==> src/hdl/rbh_pkg.sv <==
package rbh_pkg;

  localparam int FRAC_BITS = 16;
  localparam int CFG_IDX_W = 3;

  localparam logic OP_HIT   = 1'b0;
  localparam logic OP_CLAMP = 1'b1;

  typedef enum logic [CFG_IDX_W-1:0] {
    REG_MIN_X = 3'd0,
    REG_MIN_Y = 3'd1,
    REG_MIN_Z = 3'd2,
    REG_MAX_X = 3'd3,
    REG_MAX_Y = 3'd4,
    REG_MAX_Z = 3'd5
  } reg_idx_t;

endpackage

==> src/hdl/rbh_front.sv <==
module rbh_front #(
  parameter int CW = 32,
  parameter int EW = 12 * CW + 59
) (
  input  logic                 op,
  input  logic [2:0][CW-1:0]   org,
  input  logic [2:0][CW-1:0]   dir,
  input  logic [2:0][CW-1:0]   bmin,
  input  logic [2:0][CW-1:0]   bmax,
  output logic [EW-1:0]        ent
);

  localparam int NW = CW + rbh_pkg::FRAC_BITS;
  localparam int RW = 2 * CW + rbh_pkg::FRAC_BITS;

  typedef struct packed {
    logic               op;
    logic               in_box;
    logic [2:0][CW-1:0] near;
    logic [2:0][CW-1:0] org;
    logic [2:0][CW-1:0] dmag;
    logic [2:0]         dneg;
    logic [2:0]         face_ok;
    logic [2:0]         ovf;
    logic [2:0][NW-1:0] num;
  } ent_t;

  ent_t                e;
  logic [CW-1:0]       plane;
  logic signed [CW:0]  diff;
  logic [CW-1:0]       nmag;
  logic [NW-1:0]       num;

  always_comb begin
    e        = '0;
    plane    = '0;
    diff     = '0;
    nmag     = '0;
    num      = '0;
    e.op     = op;
    e.in_box = 1'b1;
    for (int k = 0; k < 3; k++) begin
      e.in_box = e.in_box && ($signed(org[k]) >= $signed(bmin[k]))
                          && ($signed(org[k]) <= $signed(bmax[k]));
      if ($signed(org[k]) < $signed(bmin[k])) begin
        e.near[k] = bmin[k];
      end else if ($signed(org[k]) > $signed(bmax[k])) begin
        e.near[k] = bmax[k];
      end else begin
        e.near[k] = org[k];
      end
      e.org[k]  = org[k];
      e.dneg[k] = dir[k][CW-1];
      e.dmag[k] = dir[k][CW-1] ? (CW'(0) - dir[k]) : dir[k];
      // facing plane: max bound for negative direction
      plane = e.dneg[k] ? bmax[k] : bmin[k];
      diff  = $signed({plane[CW-1], plane}) - $signed({org[k][CW-1], org[k]});
      nmag  = diff[CW] ? (CW'(0) - diff[CW-1:0]) : diff[CW-1:0];
      num   = {nmag, {rbh_pkg::FRAC_BITS{1'b0}}};
      e.num[k] = num;
      // quotient would not fit in CW-1 bits
      e.ovf[k] = RW'(num) >= (RW'(e.dmag[k]) << (CW - 1));
      // zero direction offers no face; negative nonzero t fails
      e.face_ok[k] = (dir[k] != '0) &&
                     !((diff[CW] != e.dneg[k]) && (RW'(num) >= RW'(e.dmag[k])));
    end
    ent = e;
  end

endmodule

==> config.mk <==
export PLATFORM = sky130hd
export DESIGN_NAME = rbh_front
export DESIGN_NICKNAME = d
export VERILOG_FILES = /design/src/hdl/rbh_pkg.sv /design/src/hdl/rbh_front.sv
export SDC_FILE = /design/constraint.sdc
export NUM_CORES = 1
export LEC_CHECK = 0
export ABC_CLOCK_PERIOD_IN_PS = 11300
export BUFFER_PORTS_ARGS = -buffer_cell sky130_fd_sc_hd__clkbuf_2
export CAP_MARGIN = 20
export CORE_AREA = 2 2 319 321
export DETAILED_ROUTE_END_ITERATION = 16
export DIE_AREA = 0 0 321 323
export PLACE_DENSITY = 0.54
export SETUP_SLACK_MARGIN = 0.2
export SYNTH_ARGS = -nofsm -noshare
export SYNTH_HDL_FRONTEND = slang
export SYNTH_SLANG_ARGS = --single-unit
==> constraint.sdc <==
create_clock -name vclk -period 11.3
set_input_delay 2.26 -clock vclk [all_inputs]
set_output_delay 2.26 -clock vclk [all_outputs]
set_load 0.1 [all_outputs]
Word level (Yosys, flattened, before mapping). Cells that the tools add are included.

Add/subtract/negate cells: 9. Multipliers: 0. Divide/modulo/power cells: 0. Magnitude comparators: 18. Eq/ne operators: 3. Shift-type cells: 0. Muxes and demuxes: 15. Bitwise gates (word level): 0. Reduce and logical (&&, ||, !) cells: 17.

Operators by type and width (count): 32-bit two-way mux (15); 1-bit by 32-bit subtractor with 32-bit output, first input constant (6); 48-bit by 63-bit >= comparator with 1-bit output (3); 48-bit by 32-bit >= comparator with 1-bit output (3); 32-bit by 32-bit subtractor with 33-bit output (3); 32-bit >= comparator (3); 32-bit greater-than comparator (3); 32-bit <= comparator (3); 32-bit less-than comparator (3); 32-bit nonzero test (3); 1-bit logical AND (11); 1-bit logical NOT (3); 1-bit != test (3).

Bits in registers: 0. Bits in latches: 0. RAM bits: 0. Memory bits (read-only): 0. Bits of input ports: 385. Output and inout bits: 443. Logic and storage cells: 62. Memories: 0.

Logic depth before layout (Yosys ltp).
Word-level depth: 8. Mapped depth: 35. Mapped depth without buffers: 28.

Worst setup path after synthesis. OpenSTA, ideal clock, no wires.

Path kind: input to output. Start: input dir[31] (netlist name). End: output ent[147]. Arrival: 12.841 ns. Data required time: 9.040 ns. Slack: -3.801 ns. Cell stages on the path: 33. Path buffers: 8. Cells stage by stage: clkbuf_1 > clkbuf_1 > clkbuf_1 > clkbuf_1 > buf_1 > nand2_1 > o21ai_0 > ha_1 > clkbuf_1 > o21a_1 > nor2_1 > or4_1 > o21a_1 > o21ai_1 > a31o_2 > clkbuf_1 > clkbuf_1 > nor2_1 > a21oi_1 > ha_1 > a21o_1 > a21o_1 > a21oi_1 > nor2b_1 > o21ai_0 > nand2b_1 > a21o_1 > a21oi_1 > nor2_1 > nor3_1 > nand4_1 > a211o_1 > o41ai_1.

Word-level cells in the longest chain between the ends: 8. Elaborated cells on any way between the ends: 12. Those cells by class: 3 x add/sub; 1 x order compare; 1 x eq/ne; 3 x mux; 4 x reduce/logical.

RTL lines: start, declared (RTL line rbh_front.sv:7) `input logic [2:0][CW-1:0] dir,`; 32-bit two-way mux * (RTL line rbh_front.sv:56) `plane = e.dneg[k] ? bmax[k] : bmin[k];`; 32-bit by 32-bit subtractor with 33-bit output * (RTL line rbh_front.sv:57) `diff = $signed({plane[CW-1], plane}) - $signed({org[k][CW-1], org[k]});`; 1-bit by 32-bit subtractor with 32-bit output (RTL line rbh_front.sv:58) `nmag = diff[CW] ? (CW'(0) - diff[CW-1:0]) : diff[CW-1:0];`; 32-bit two-way mux * (RTL line rbh_front.sv:58); named net ent[17] (RTL line rbh_front.sv:10) `output logic [EW-1:0] ent`; 48-bit by 32-bit >= comparator with 1-bit output * (RTL line rbh_front.sv:65) `!((diff[CW] != e.dneg[k]) && (RW'(num) >= RW'(e.dmag[k])));`; 1-bit logical AND * (RTL line rbh_front.sv:65); 1-bit logical NOT * (RTL line rbh_front.sv:65); 1-bit logical AND * (RTL line rbh_front.sv:64) `e.face_ok[k] = (dir[k] != '0) &&`; end, declared (RTL line rbh_front.sv:10).

The timed path passes the listed nets; every way through them passes the cells marked *.

Worst setup path after layout.
Start: input dir[95] (netlist name). End: output ent[146].

Word-level cells in the longest chain between the ends: 5. Elaborated cells on any way between the ends: 7. Those cells by class: 3 x add/sub; 1 x order compare; 3 x mux.

RTL lines: 32-bit two-way mux (RTL line rbh_front.sv:56); 32-bit by 32-bit subtractor with 33-bit output (RTL line rbh_front.sv:57); 1-bit by 32-bit subtractor with 32-bit output (RTL line rbh_front.sv:58); 32-bit two-way mux (RTL line rbh_front.sv:58); 48-bit by 63-bit >= comparator with 1-bit output * (RTL line rbh_front.sv:62) `e.ovf[k] = RW'(num) >= (RW'(e.dmag[k]) << (CW - 1));`.

Mark *: on every way between the ends. The rest lies on a longest branch, timed or not.

==> results.tsv <==
metric	value	unit
Max stage delay on crit path	600	ps
metal1 wirelength	47.27	mm
kind of end point of the critical path	primary output	
largest voltage drop on the vdd net	0.1491	mV
Fin. Hold Viols	0	
Worst Path Buf+Inv	2	
Syn Area/Cell	6.629	um2
met3 WL	7.055	mm
Avg Vias per Cell	5.118	
final-layout clock buffer total	0	
Crit Path Max Fanout	22	
Wirelength per Cell	20.57	um
unrepaired setup endpoints after global routing	true	
number of search-and-repair iterations in the first detailed-routing pass	6	
Leak	14.79	nW
clock power share	0	%
share of post-route cells with drive strength above 1	24.82	%
height of the chip	323	um
vias in the first global route	25540	
global placement routability congestion	0.9546	
number of max-cap violations	0	
sequential cell count of the final layout	0	
full die area	103700	um2
actual transition at the worst max-transition pin	1008	ps
switching component of the power	3.721	mW
layout filler cell count	11280	
I/O Buffers	778	
final global-route overflow total	0	
I/O pin cnt	828	
layout overhead on the synthesized area	26.18	%
number of setup violations in the final report	0	
maximum clock frequency	93.18	MHz
Distinct cells, synth	98	
final-report max-slew violation count	0	
antenna violation net count after detailed routing	0	
largest net degree at the start of global routing	97	
Placeable Area	100700	um2
relative contribution of sequential cells to total power	0	%
hpwl dp	96.43	mm
nets	4844	
Initial Utilization	22.89	%
number of violations reported at the end of detailed-routing iteration 0	1816	
pwr dens	167.0	nW/um2
sequential fraction of the synthesis area	0	%
Hold Path Class	primary input to primary output	
top metal layer carrying routed signals	met5	
Worst Path Class, Setup	primary input to primary output	
register cell area after layout	0	um2
slowest stage cell on the critical path	sky130_fd_sc_hd__or4_4	
series of cell instances along the critical path	buf_2, o21ai_0, ha_1, o211ai_1, a211oi_1, o21a_1, a31oi_2, xnor2_1, or4_4, or4_4, nor4b_4, a41oi_1, xnor2_4, ha_1, nand4_1, nor3_1, nand4_1, nor3_1, nand4_1, a21oi_4, buf_12	
critical path arrival	8470	ps
yosys synthesis warning count	0	
Internal Pwr Total	1.137	mW
critical path's most frequent cell	sky130_fd_sc_hd__nand4_1	
cts-stage hold buffer count	0	
die width	321	um
status	finished, final reports clean	
routed wire length	110.4	mm
met2 wire len	51.23	mm
switching part of the total	76.60	%
pre-CTS setup slack	334.9	ps
Final min period	10730	ps
Synth area leader	sky130_fd_sc_hd__ha_1	
required time of the worst setup path	9040	ps
share of the clock period used by the worst path	94.97	%
top-area cell type share of the netlist area	21.49	%
kind of start point of the critical path	primary input	
worst-case headroom to the max-slew limit	32.79	%
number of vias in the routed layout	27480	
first-pass GRT wire length	160.3	mm
end-of-flow core utilization	28.89	%
post-synthesis cell area	23060	um2
initial antenna violation count	6	
largest cells by area after synthesis	sky130_fd_sc_hd__ha_1 21%, sky130_fd_sc_hd__inv_1 6.9%, sky130_fd_sc_hd__nand2_1 5.5%	
GRT Util Overall	19.87	%
relative contribution of combinational cells to total power	100.0	%
# DRC	0	
family of cells with the greatest summed delay on the critical path	simple AND/OR/NAND/NOR gates	
total number of placement rows	117	
instance count of the mapped netlist	3478	
setup slack of the critical path after layout	568.5	ps
path summary, 6_finish.rpt:
path | to | slack [ps] | cells past startpoint | startpoint
max | ent[146] | 570 | 21 | dir[95]
min | ent[442] | 4520 | 0 | op
Yosys cell counts, types with 6 or more instances:
cell,number
sky130_fd_sc_hd__or4_1,23
sky130_fd_sc_hd__and2_1,19
sky130_fd_sc_hd__a31oi_1,27
sky130_fd_sc_hd__o2111ai_1,11
sky130_fd_sc_hd__clkbuf_1,101
sky130_fd_sc_hd__buf_4,153
sky130_fd_sc_hd__or3_1,27
sky130_fd_sc_hd__a21o_1,121
sky130_fd_sc_hd__o21ai_0,240
sky130_fd_sc_hd__nand2_1,335
sky130_fd_sc_hd__mux2i_1,47
sky130_fd_sc_hd__nand3_1,110
sky130_fd_sc_hd__inv_1,423
sky130_fd_sc_hd__nor2b_1,40
sky130_fd_sc_hd__ha_1,396
sky130_fd_sc_hd__and3_1,16
sky130_fd_sc_hd__and4_1,11
sky130_fd_sc_hd__nor2_1,188
sky130_fd_sc_hd__a211oi_1,26
sky130_fd_sc_hd__buf_2,6
sky130_fd_sc_hd__o211ai_1,28
sky130_fd_sc_hd__o41ai_1,16
sky130_fd_sc_hd__xnor2_1,131
sky130_fd_sc_hd__xor2_1,123
sky130_fd_sc_hd__nor3_1,65
sky130_fd_sc_hd__nand2b_1,45
sky130_fd_sc_hd__o31ai_1,32
sky130_fd_sc_hd__o31a_1,9
sky130_fd_sc_hd__a2111oi_0,7
sky130_fd_sc_hd__o21bai_1,7
sky130_fd_sc_hd__a21oi_1,223
sky130_fd_sc_hd__mux2_2,9
sky130_fd_sc_hd__nor3b_1,9
sky130_fd_sc_hd__o221ai_1,68
sky130_fd_sc_hd__nand3b_1,8
sky130_fd_sc_hd__or2_2,15
sky130_fd_sc_hd__buf_6,8
sky130_fd_sc_hd__o21a_1,66
sky130_fd_sc_hd__nand4_1,115
sky130_fd_sc_hd__buf_1,14
sky130_fd_sc_hd__a211o_1,7
sky130_fd_sc_hd__nor4_1,37
cell usage in the layout, fill, tap and decap left out, drive strengths merged, types with 45 or more instances in the layout:
cell type  synthesis  final
ha               396    396
xor2             123    123
nand2b            45     45
o21a              66     66
nor3              65     65
buf              182     49
conb               1     48
nor2             188    188
mux2i             47     47
nand2            335    335
clkbuf           104    770
inv              423    423
nand3            110    110
a21o             122    122
a21oi            225    225
nand4            115    115
o21ai            246    246
xnor2            131    131
o221ai            68     68
power by group through the flow:
stage,registers (mW),logic (mW),clock network [mW]
6_report,0,4.86,0.0000000295
3_3_place_gp,0,4.82,0
5_1_grt,0,5.13,0.0000000118
4_1_cts,0,4.85,0
2_1_floorplan,0,3.92,0
3_5_place_dp,0,4.84,0
stage by stage:
stage | instance area, um2 | setup TNS, ps | hold slack, ps | power, mW | instances
global placement | 28970 | 0 | 4521 | 4.823 | 5360
finish | 29090 | 0 | 4520 | 4.857 | 5370
detailed placement | 28970 | 0 | 4521 | 4.836 | 5360
floorplan | 24900 | -1487 | 4642 | 3.917 | 3525
CTS | 28970 | 0 | 4521 | 4.848 | 5360
global route | 29090 | 0 | 4521 | 5.129 | 5368
area by class of cell:
| cell class | instances | area [um2] | area share (%) |
|---|---|---|---|
| Tap cell | 1309 | 1638 | 5.629 |
| Inverter | 423 | 1588 | 5.457 |
| Multi-Input combinational cell | 2816 | 21500 | 73.90 |
| Timing Repair Buffer | 819 | 4359 | 14.98 |
| Antenna cell | 3 | 7.507 | 0.02580 |
per-layer routing:
layer / track usage [%] / vias to the layer above
met5: 0 / -
met4: 7.300 / 4
met3: 2.836 / 184
met2: 34.05 / 998
met1: 25.19 / 12840
li1: - / 13460
cells by family after synthesis:
logic type	count (synthesis)	synth area share, %
AO/OA/AOI/OAI	972	27.91
XOR/XNOR	254	9.648
adder cells (fa/ha/maj)	399	21.75
buffers and inverters	709	14.47
multiplexers	56	2.480
other	1	0.01626
AND/OR/NAND/NOR	1087	23.73
timing repair:
item                                    4_1_cts  5_1_grt
endpoints found under the setup margin        0        4
buffers inserted                              0        5
resized for setup                             0        9
Note: power is estimated with default switching activity, not from simulation.
