--- src/hdl/rbh_queue.sv ---
module rbh_queue #(
  parameter int DW = 32
) (
  input  logic          clk,
  input  logic          rst_n,
  input  logic          push,
  input  logic [DW-1:0] push_data,
  output logic          full,
  input  logic          pop_en,
  output logic          head_valid,
  output logic [DW-1:0] head_data
);

  logic [DW-1:0] mem_r [2];
  logic          wr_ptr_r, rd_ptr_r;
  logic [1:0]    cnt_r;
  logic          pop;

  assign full       = (cnt_r == 2'd2);
  assign head_valid = (cnt_r != 2'd0);
  assign head_data  = mem_r[rd_ptr_r];
  assign pop        = pop_en && head_valid;

  always_ff @(posedge clk) begin
    if (push) begin
      mem_r[wr_ptr_r] <= push_data;
    end
  end

  always_ff @(posedge clk) begin
    if (!rst_n) begin
      wr_ptr_r <= 1'b0;
      rd_ptr_r <= 1'b0;
      cnt_r    <= 2'd0;
    end else begin
      if (push) wr_ptr_r <= ~wr_ptr_r;
      if (pop)  rd_ptr_r <= ~rd_ptr_r;
      cnt_r <= cnt_r + {1'b0, push} - {1'b0, pop};
    end
  end

endmodule

--- config.mk ---
export PLATFORM = sky130hd
export DESIGN_NAME = rbh_queue
export DESIGN_NICKNAME = d
export VERILOG_FILES = /design/src/hdl/rbh_queue.sv
export SDC_FILE = /design/constraint.sdc
export NUM_CORES = 1
export LEC_CHECK = 0
export BUFFER_PORTS_ARGS = -buffer_cell sky130_fd_sc_hd__buf_2
export CORE_MARGIN = 4
export CORE_UTILIZATION = 56
export DETAILED_ROUTE_END_ITERATION = 10
export PLACE_DENSITY = 0.9
export SYNTH_ARGS = -nofsm -noshare
export SYNTH_HDL_FRONTEND = slang
export SYNTH_SLANG_ARGS = --single-unit
--- constraint.sdc ---
create_clock -name clk -period 6.62 [get_ports clk]
set_input_delay 0.331 -clock clk [delete_from_list [all_inputs] [get_ports clk]]
set_output_delay 0.331 -clock clk [all_outputs]
set_load 0.02 [all_outputs]
Word-level counts from Yosys, hierarchy flattened --
Memories as Yosys holds them, arrays and structs flattened. A register that Yosys moved wholly into a read port is not among the register bits. Index checks and enable logic that the tools add are counted.
Storage, ports and cells: register bits 4, memories 1, RAM bits 64, logic and storage cells 15
Operators by class: equal/unequal tests 1, $add $sub $neg 2, muxes and demuxes 4, reduce and logical (&&, ||, !) cells 2, bitwise gates (word level) 2
Memories:
- mem_r | depth 2, bits a word 32, read ports 1, clocked after Yosys merged registers in 1, write ports 1, line 14 | logic [DW-1:0] mem_r [2];
Operators by type and width (count):
- 2-to-1 mux 1 bit | 4
- adder 2 x 1 -> 2 bit | 1
- == test 2 bit (second input constant) | 1
- NOT 1 bit | 2
- nonzero test 2 bit | 1
- subtractor 2 x 1 -> 2 bit | 1
- logical AND 1 bit | 1

Logic depth before layout (Yosys ltp) --
Gate-level depths: netlist of run 1.
depth after elaboration 4, depth in mapped cells 6, mapped depth without buffers 6

Worst setup path before layout of run 1 --
OpenSTA, ideal clock, no wires.
path type input-to-reg, start point in push, end point mem mem_r[0][0] (enable), setup slack 4.384 ns, buffers on the path 0, cell stages on the path 1, library setup time 0.426 ns, arrival time 1.810 ns, cells stage by stage nor2b_1
On the way: cells in the longest elaborated chain, start to end 2
RTL lines:
- from (decl) | line 6 | input logic push,
- 2-to-1 mux 1 bit | line 25 | if (push) begin
- 2-to-1 mux 1 bit (not written as such) | line 26 | mem_r[wr_ptr_r] <= push_data;
- to (decl) | line 14
Every way passes these cells.

==> results of run 1 <==
[stage by stage]
step	total power, mW	hold slack (ps)
3_5_place_dp	0.832	485
6_report	1.18	177
5_1_grt	1.23	151
4_1_cts	1.19	162
2_1_floorplan	0.762	430
3_3_place_gp	0.818	460
[flip-flops by register name, indices dropped and copies added, names as in the netlist, named ones only]
register and cells:
wr_ptr_r 1, mem_r 64, cnt_r 2, rd_ptr_r 1
[routing by layer]
| metal | part of all wire [%] | up-vias |
|---|---|---|
| met1 | 34 | 656 |
| met3 | 5.8 | 9 |
| met2 | 59 | 47 |
| met4 | 1.7 | 0 |
| met5 | 0 | - |
| li1 | - | 628 |
[final cells by class]
| class | count | area [um2] |
|---|---|---|
| sequential | 69 | 2020 |
| fill | 274 | 1230 |
| multi-input combinational | 48 | 617 |
| timing repair buffer | 70 | 353 |
| clock buffer | 12 | 135 |
| clock inverter | 4 | 72.6 |
| tap | 52 | 65.1 |
| inverter | 2 | 7.51 |
[cell usage in the layout (no fill, tap or decap)]
master / n
mux2_2: 2
edfxtp_1: 64
mux2i_1: 2
nor2b_1: 3
mux2_4: 30
nand2b_1: 1
clkbuf_8: 9
nor2b_4: 1
clkinvlp_4: 1
dfxtp_1: 4
buf_2: 69
inv_1: 2
bufinv_16: 2
xnor3_1: 1
nand2_1: 1
ha_1: 2
o21a_1: 2
clkbuf_1: 3
dfxtp_2: 1
and2_1: 2
or2_2: 1
clkinv_2: 1
buf_4: 1
[cell families (layout without fill, tap and decap cells)]
logic type / after synthesis / in the layout / share of synthesized area, %
flops: 69 / 69 / 75.3
simple gates: 9 / 9 / 2.00
fa+ha+maj: 2 / 2 / 0.932
buf+inv: 6 / 88 / 1.96
compound gates: 2 / 2 / 0.559
xor+xnor: 1 / 1 / 0.839
mux: 34 / 34 / 18.4
[worst max-delay path by stage]
stage	from	to	slack (ps)
finish	flop	head_data[31]	4340
global route	flop	head_data[31]	4230
CTS	flop	head_data[31]	4290
detailed placement	flop	head_data[0]	4690
global placement	flop	head_data[0]	4730
floorplan	push	mem_r[0][0]$_DFFE_PP_	4380
[power by group through the flow]
| stage | sequential [mW] | combinational, mW | clock, mW |
|---|---|---|---|
| floorplan | 0.529 | 0.233 | 0 |
| global placement | 0.559 | 0.259 | 0 |
| detailed placement | 0.564 | 0.268 | 0 |
| CTS | 0.554 | 0.270 | 0.365 |
| global route | 0.560 | 0.286 | 0.388 |
| finish | 0.553 | 0.266 | 0.357 |
[critical path: stages (launching register included)]
cell	delay, ps
dfxtp_2	1000
mux2_2	430
buf_2	170
==> metrics.cfg, run 1 <==
[global_routing]
grt_usage_pct = 17.2
top_usage_layer = met2
grt_overflow_total = 0
grt_max_degree = 34
grt_pass1_wl_mm = 7.36
use_met1_pct = 16.0
grt_util_met2_pct = 31.6
grt_pass1_vias = 1474
use_met3_pct = 7.14
grt_antenna_before_repair = 0

[power]
power.switching_mw = 0.311
clock_power_share_pct = 30.3
switching_share_pct = 26.4
p_leak_nw = 1.32
internal_power_mw = 0.866
pwr-share-comb_pct = 22.6
seqPwrFrac_pct = 47.0
power_density_mw_per_mm2 = 359
ir_worst_vdd_mv = 0.297

[clocking]
clock_latency_ps = 340
root_buffer = clkbuf_8
ctsLongestPathBuffers = 2
cts_buffers = 9
post_cts_resized = 0
cts_tree = yes
clkSinkCount = 69
cts_hold_buf = 0
h-tree-depth = 3
clk_pin_slew_ps = 70
cts_setup_buffers = 0

[yosys]
synth_area_mm2 = 0.00268
synthTopCellsByArea = edfxtp_1 72%, mux2_4 17%, dfxtp_1 3.7%, buf_6 1.7%, ha_1 0.93%
synth_top_area_share_pct = 71.6
yosysMostFrequentCell = edfxtp_1
synth-seq-cells = 69
synth.largest_area_cell = edfxtp_1
yosys.cell_types.count = 15
syn_avg_cell_area_um2 = 21.8
netlist_instances = 123
syn-num-nets = 161
yosysWarnings = 0
synth-seq-area-share_pct = 75.3
synth_ff_type = edfxtp_1
async_reset_ff_share_pct = 0
netlist_top_cells_count = 64 x edfxtp_1, 30 x mux2_4, 5 x dfxtp_1, 4 x buf_6, 4 x nor2b_1
synth_edf_count = 64

[timing]
setup_viol = 0
fin_ws_ps = 4340
fin_crit_sh_pct = 34.4
fmax_mhz = 439
worst_pin_slew_ps = 1020
period_minus_slack_ps = 2280
final-hold-violation-count = 0
drv_slew = 0
rsz0062_at_grt = no
worst_clock_skew_ps = 3.62
timing.slew.headroom_pct = 31.8
finalSetupTns_ps = 0

[die]
dieWidth_um = 77.2
boundaryPins = 70
core-area_mm2 = 0.00450
rows = 24
fp.dieH_um = 77.2
start_util_pct = 59.6
die-area_mm2 = 0.00596

[critical_path]
r2r_cells = 1
rr_endpoint = mem_r[0][27]$_DFFE_PP_
worstSetupPathType = flop to output port
reg2reg_setup_slack_ps = 5150
cp-end-kind = output port
arrival_ps = 1950
r2r_start = wr_ptr_r$_SDFFE_PN0P_
critical_path_required_ps = 6290
path_max_fanout = 32
start_kind = flop

[min_path]
holdPathEnd = mem_r[0][30]$_DFFE_PP_
hold_class = input port to flop
hold_start = push_data[30]
hold_depth = 1

[place]
place.gp.congestion = 0.706
dp_slack_ps = 4690
placed_area_mm2 = 0.00307
portBuffers = 69
place_inst = 241
dp_hpwl_mm = 3.11

[layout]
final_cells = 257
layout-drive-gt1-share_pct = 57.6
diodes = 0
final_area_mm2 = 0.00327
nNetsFinal = 238
fin_util_pct = 72.7
area_delta_synth_final_pct = 22.0

[detailed_routing]
wire_per_inst_um = 17.8
viasPerCell = 5.21
first_pass_iters = 4
remaining_drc_errors = 0
wl_mm = 4.57
drtAntennaViolNets = 0
drt_iter0_markers = 86
num_vias = 1340

[run]
maxCapViolCount = 0

[run_status]
status = finished, final reports clean

Power figures use the tool's default switching activity.
==> run 2: changes to the inputs <==
--- a/config.mk
+++ b/config.mk
@@ -7,9 +7,9 @@
 export LEC_CHECK = 0
 export BUFFER_PORTS_ARGS = -buffer_cell sky130_fd_sc_hd__buf_2
 export CORE_MARGIN = 4
-export CORE_UTILIZATION = 56
+export CORE_UTILIZATION = 47
 export DETAILED_ROUTE_END_ITERATION = 10
-export PLACE_DENSITY = 0.9
+export PLACE_DENSITY = 0.81
 export SYNTH_ARGS = -nofsm -noshare
 export SYNTH_HDL_FRONTEND = slang
 export SYNTH_SLANG_ARGS = --single-unit
==> constraint.sdc (replaced) <==
create_clock -name clk -period 2 [get_ports clk]
set_input_delay 0.1 -clock clk [delete_from_list [all_inputs] [get_ports clk]]
set_output_delay 0.1 -clock clk [all_outputs]
set_load 0.02 [all_outputs]
==> run 2 against run 1 <==
Non-clock buffer count increased by 36. Sequential power increased to 3.1 times the previous value. Routed wire length decreased by 0.70%. Via count increased by 7.6%. Combinational power increased to 3.9 times the previous value. Critical path depth increased by 1. Clock skew increased by 1.6 ps. Clock-buffer cell count unchanged. Clock power increased to 2.9 times the previous value. Sequential cell count unchanged. Critical endpoint is now head_data[27]. Largest cell class unchanged. Largest power group unchanged.
==> metrics.cfg, run 2 (synthesis gave the netlist of run 1 again) <==
[run_status]
status = finished, final reports clean

[global_routing]
grt_usage_pct = 14.2
grt_util_met2_pct = 23.8
top_usage_layer = met2
grt_pass1_vias = 1547
use_met1_pct = 14.9
use_met3_pct = 6.22
grt_overflow_total = 0
grt_pass1_wl_mm = 7.38
grt_antenna_before_repair = 0
grt_max_degree = 34

[power]
p_leak_nw = 1.46
totalPowerFinal_mw = 3.79
internal_power_mw = 2.77
power_density_mw_per_mm2 = 1050
pwr-share-comb_pct = 27.5
power.switching_mw = 1.02
seqPwrFrac_pct = 45.6
clock_power_share_pct = 26.9
switching_share_pct = 26.8
ir_worst_vdd_mv = 0.846

[clocking]
clock_latency_ps = 340
root_buffer = clkbuf_8
post_cts_resized = 0
cts_tree = yes
cts_buffers = 9
h-tree-depth = 3
ctsLongestPathBuffers = 2
clk_pin_slew_ps = 60
clkSinkCount = 69

[detailed_routing]
wl_mm = 4.54
first_pass_iters = 3
drtAntennaViolNets = 0
wire_per_inst_um = 14.5
remaining_drc_errors = 0
viasPerCell = 4.62
num_vias = 1442
drt_iter0_markers = 76

[die]
boundaryPins = 70
rows = 27
core-area_mm2 = 0.00551
start_util_pct = 48.7
dieWidth_um = 83.6
die-area_mm2 = 0.00698
fp.dieH_um = 83.6

[timing]
fin_crit_sh_pct = 78.8
rsz0062_at_grt = no
worst_pin_slew_ps = 435
finalSetupTns_ps = 0
final-hold-violation-count = 0
fin_ws_ps = 424
fmax_mhz = 635
period_minus_slack_ps = 1580
setup_viol = 0
worst_clock_skew_ps = 5.23
timing.slew.headroom_pct = 71.0
drv_slew = 0

[critical_path]
r2r_start = cnt_r[0]$_SDFF_PN0_
arrival_ps = 1480
rr_endpoint = cnt_r[1]$_SDFF_PN0_
worstSetupPathType = flop to output port
reg2reg_setup_slack_ps = 580
cp-end-kind = output port
critical_path_required_ps = 1900
r2r_cells = 6
start_kind = flop
path_max_fanout = 18
setup.worst_path.end = head_data[27]

[layout]
final_common_cell = buf_2
diodes = 0
layout-drive-gt1-share_pct = 49.6
regMostFlops = mem_r
nNetsFinal = 274
area_delta_synth_final_pct = 34.6
layout_common_cells = 69 x buf_2, 64 x edfxtp_1, 32 x dlygate4sd3_1, 30 x mux2_4, 9 x clkbuf_8
nFillCells = 394
fin_util_pct = 65.6
largestRegisters = mem_r: 64 flops, cnt_r: 2 flops
largest_register_ffs = 64

[place]
portBuffers = 69
place.gp.congestion = 0.693
dp_slack_ps = 603
dp_hpwl_mm = 2.78

[min_path]
hold_class = input port to flop

[run]
maxCapViolCount = 0

run 2: cell types whose count changed in the layout (fill, tap and decap cells not counted), sizes merged:
cell         before  now
buf              70   74
dlygate4sd3       0   32
bufinv            2    1
clkinv            1    2
clkinvlp          1    0
run 2: metrics by stage:
stage	instance area, um2	hold WS (ps)	cells
after CTS	3610	24.2	312
after detailed placement	3120	291	265
after global placement	3120	289	265
final	3610	36.5	312
after floorplan	2690	199	123
after global routing	3610	33.2	312
run 2: worst min path at each step:
stage                  startpoint                endpoint  cells past startpoint
floorplan            push_data[0]   mem_r[0][0]$_DFFE_PP_                      0
global placement     push_data[7]   mem_r[0][7]$_DFFE_PP_                      1
detailed placement  push_data[10]  mem_r[0][10]$_DFFE_PP_                      1
CTS                         rst_n   wr_ptr_r$_SDFFE_PN0P_                      2
global route                rst_n   wr_ptr_r$_SDFFE_PN0P_                      2
finish                      rst_n   wr_ptr_r$_SDFFE_PN0P_                      2
run 2: routing by layer:
metal,vias to the layer above,wire length (um),share of wire [%]
met4,0,134,3.0
met2,51,2350,52
met5,-,0,0
li1,696,-,-
met1,683,1740,38
met3,12,315,6.9
run 2: repair_timing:
item                                   in CTS  in global routing
hold buffers                               32                  0
setup buffers                               0                  0
endpoints found under the hold margin      64                  0
run 2: layout make-up:
type	instances	area (um2)	area share, %
clock buffers	12	135	3.74
clock inverters	3	37.5	1.04
inverters	2	7.51	0.208
multi-input cells	48	617	17.1
flip-flops and latches	69	2020	56.0
well taps	72	90.1	2.49
repair buffers	106	703	19.5
run 2: power by group through the flow:
| stage | clock network, mW | logic (mW) | registers (mW) |
|---|---|---|---|
| 2_1_floorplan | 0 | 0.773 | 1.75 |
| 3_3_place_gp | 0 | 0.981 | 1.75 |
| 3_5_place_dp | 0 | 0.990 | 1.76 |
| 4_1_cts | 1.04 | 1.04 | 1.73 |
| 5_1_grt | 1.12 | 1.12 | 1.74 |
| 6_report | 1.02 | 1.04 | 1.73 |
run 2: worst max-delay path, cell delays in order, from the launching register on:
cell	delay [ps]
dfxtp_2	320
buf_4	310
mux2_4	340
buf_2	160
==> run 3: changes to the inputs <==
--- a/config.mk
+++ b/config.mk
@@ -7,9 +7,9 @@
 export LEC_CHECK = 0
 export BUFFER_PORTS_ARGS = -buffer_cell sky130_fd_sc_hd__buf_2
 export CORE_MARGIN = 4
-export CORE_UTILIZATION = 47
+export CORE_UTILIZATION = 52
 export DETAILED_ROUTE_END_ITERATION = 10
-export PLACE_DENSITY = 0.81
+export PLACE_DENSITY = 0.85
 export SYNTH_ARGS = -nofsm -noshare
 export SYNTH_HDL_FRONTEND = slang
 export SYNTH_SLANG_ARGS = --single-unit
==> constraint.sdc (replaced) <==
create_clock -name clk -period 1.46 [get_ports clk]
set_input_delay 0.073 -clock clk [delete_from_list [all_inputs] [get_ports clk]]
set_output_delay 0.073 -clock clk [all_outputs]
set_load 0.02 [all_outputs]
==> run 3 against run 2 <==
Utilization grew 12 points. Routed wire length increased by 13%. Combinational power is 61% higher. Clock power grew 21%. Largest power group unchanged.
==> metrics.cfg, run 3 (synthesis gave the netlist of run 1 again) <==
[run_status]
status = finished, final reports clean

[run]
maxCapViolCount = 0

[layout]
nFillCells = 278
diodes = 0
final_cells = 310
largestRegisters = mem_r: 64 flops, cnt_r: 2 flops
final_area_mm2 = 0.00377
layout_common_cells = 64 x edfxtp_1, 50 x buf_2, 32 x dlygate4sd3_1, 31 x mux2_4, 18 x buf_6
nNetsFinal = 276
final_common_cell = edfxtp_1
area_delta_synth_final_pct = 40.4
regMostFlops = mem_r
largest_register_ffs = 64
fin_util_pct = 77.7
layout-drive-gt1-share_pct = 53.1

[global_routing]
grt_pass1_wl_mm = 7.61
grt_max_degree = 22
grt_overflow_total = 0
grt_usage_pct = 16.4
grt_antenna_before_repair = 0
grt_pass1_vias = 1631

[critical_path]
rr_endpoint = cnt_r[1]$_SDFF_PN0_
r2r_start = cnt_r[1]$_SDFF_PN0_
worstSetupPathType = flop to output port
cp-end-kind = output port
cp_slowest_cell = dfxtp_4
start_kind = flop
arrival_ps = 1360
r2r_cells = 6
reg2reg_setup_slack_ps = 60
path_cells = buf_12, mux2_4, buf_2
critical_path_required_ps = 1390
slowest_delay_ps = 370
path_max_fanout = 20

[power]
totalPowerFinal_mw = 5.30
p_leak_nw = 1.52
internal_power_mw = 3.82
power_density_mw_per_mm2 = 1410
pwr-share-comb_pct = 31.6
switching_share_pct = 27.9
ir_worst_vdd_mv = 0.984
power.switching_mw = 1.48
seqPwrFrac_pct = 45.2
clock_power_share_pct = 23.3

[die]
die-area_mm2 = 0.00637
rows = 25
start_util_pct = 55.4
fp.dieH_um = 79.8
core-area_mm2 = 0.00485
boundaryPins = 70
dieWidth_um = 79.8

[timing]
worst_pin_slew_ps = 289
drv_slew = 0
finalSetupTns_ps = 0
final-hold-violation-count = 0
rsz0062_at_grt = yes
worst_clock_skew_ps = 6.08
fmax_mhz = 699
fin_crit_sh_pct = 98.0
worst_hold_slack_ps = 18.4
setup_viol = 0
fin_ws_ps = 29.9
timing.slew.headroom_pct = 80.8
period_minus_slack_ps = 1430

[place]
placed_area_mm2 = 0.00315
place_inst = 261
dp_hpwl_mm = 3.17
place.gp.congestion = 0.659
dp_slack_ps = 29.4
portBuffers = 69

[detailed_routing]
num_vias = 1464
drt_iter0_markers = 65
wl_mm = 5.12
drtAntennaViolNets = 0
remaining_drc_errors = 0
viasPerCell = 4.72
wire_per_inst_um = 16.5
first_pass_iters = 4

[clocking]
clkSinkCount = 69
ctsLongestPathBuffers = 2
root_buffer = clkbuf_8
h-tree-depth = 3
clk_pin_slew_ps = 70
cts_tree = yes
cts_buffers = 9
clock_latency_ps = 320

[min_path]
holdPathEnd = wr_ptr_r$_SDFFE_PN0P_
hold_class = input port to flop
hold_depth = 2
hold_start = rst_n

-- run 3: cell type report --
type | count | area, um2 | area share, %
well taps | 67 | 83.8 | 2.22
clock buffers | 9 | 124 | 3.29
flip-flops and latches | 69 | 2030 | 53.8
clock inverters | 7 | 32.5 | 0.863
repair buffers | 108 | 858 | 22.8
multi-input cells | 48 | 636 | 16.9
inverters | 2 | 7.51 | 0.199
-- run 3: how the worst max path moves through the flow --
stage / startpoint / end / slack [ps] / cells after the start
5_1_grt: flop / head_data[30] / -10 / 3
3_3_place_gp: cnt_r[0]$_SDFF_PN0_ / cnt_r[1]$_SDFF_PN0_ / 110 / 6
4_1_cts: flop / head_data[7] / -7 / 3
6_report: flop / head_data[30] / 30 / 3
3_5_place_dp: cnt_r[0]$_SDFF_PN0_ / cnt_r[0]$_SDFF_PN0_ / 30 / 5
2_1_floorplan: cnt_r[0]$_SDFF_PN0_ / cnt_r[0]$_SDFF_PN0_ / 130 / 5
-- run 3: critical path: cells and delay by family, from the launching register on --
family / cells / cell delay [ps]
mux: 1 / 310
flops: 1 / 370
buf+inv: 2 / 360
-- run 3: per-layer routing --
layer / track usage, % / up-vias / part of all wire (%) / wire, um
li1: - / 704 / - / -
met1: 16.0 / 709 / 37 / 1880
met2: 32.6 / 41 / 58 / 2950
met3: 3.72 / 10 / 3.6 / 185
met4: 6.76 / 0 / 2.0 / 101
met5: 0 / - / 0 / 0
-- run 3: power groups by stage --
stage               Clock (mW)  Combinational [mW]  Sequential, mW
floorplan                    0                1.06            2.40
global placement             0                1.39            2.41
detailed placement           0                1.42            2.42
CTS                       1.28                1.52            2.38
global route              1.35                1.77            2.40
finish                    1.23                1.67            2.39
-- run 3: repair_timing --
| action | in CTS | in global routing |
|---|---|---|
| gates resized for setup | 9 | 33 |
| endpoints found under the hold margin | 64 | 0 |
| hold buffers | 32 | 0 |
| pin swaps | 0 | 1 |
| endpoints found under the setup margin | 22 | 24 |
| buffers inserted | 0 | 1 |
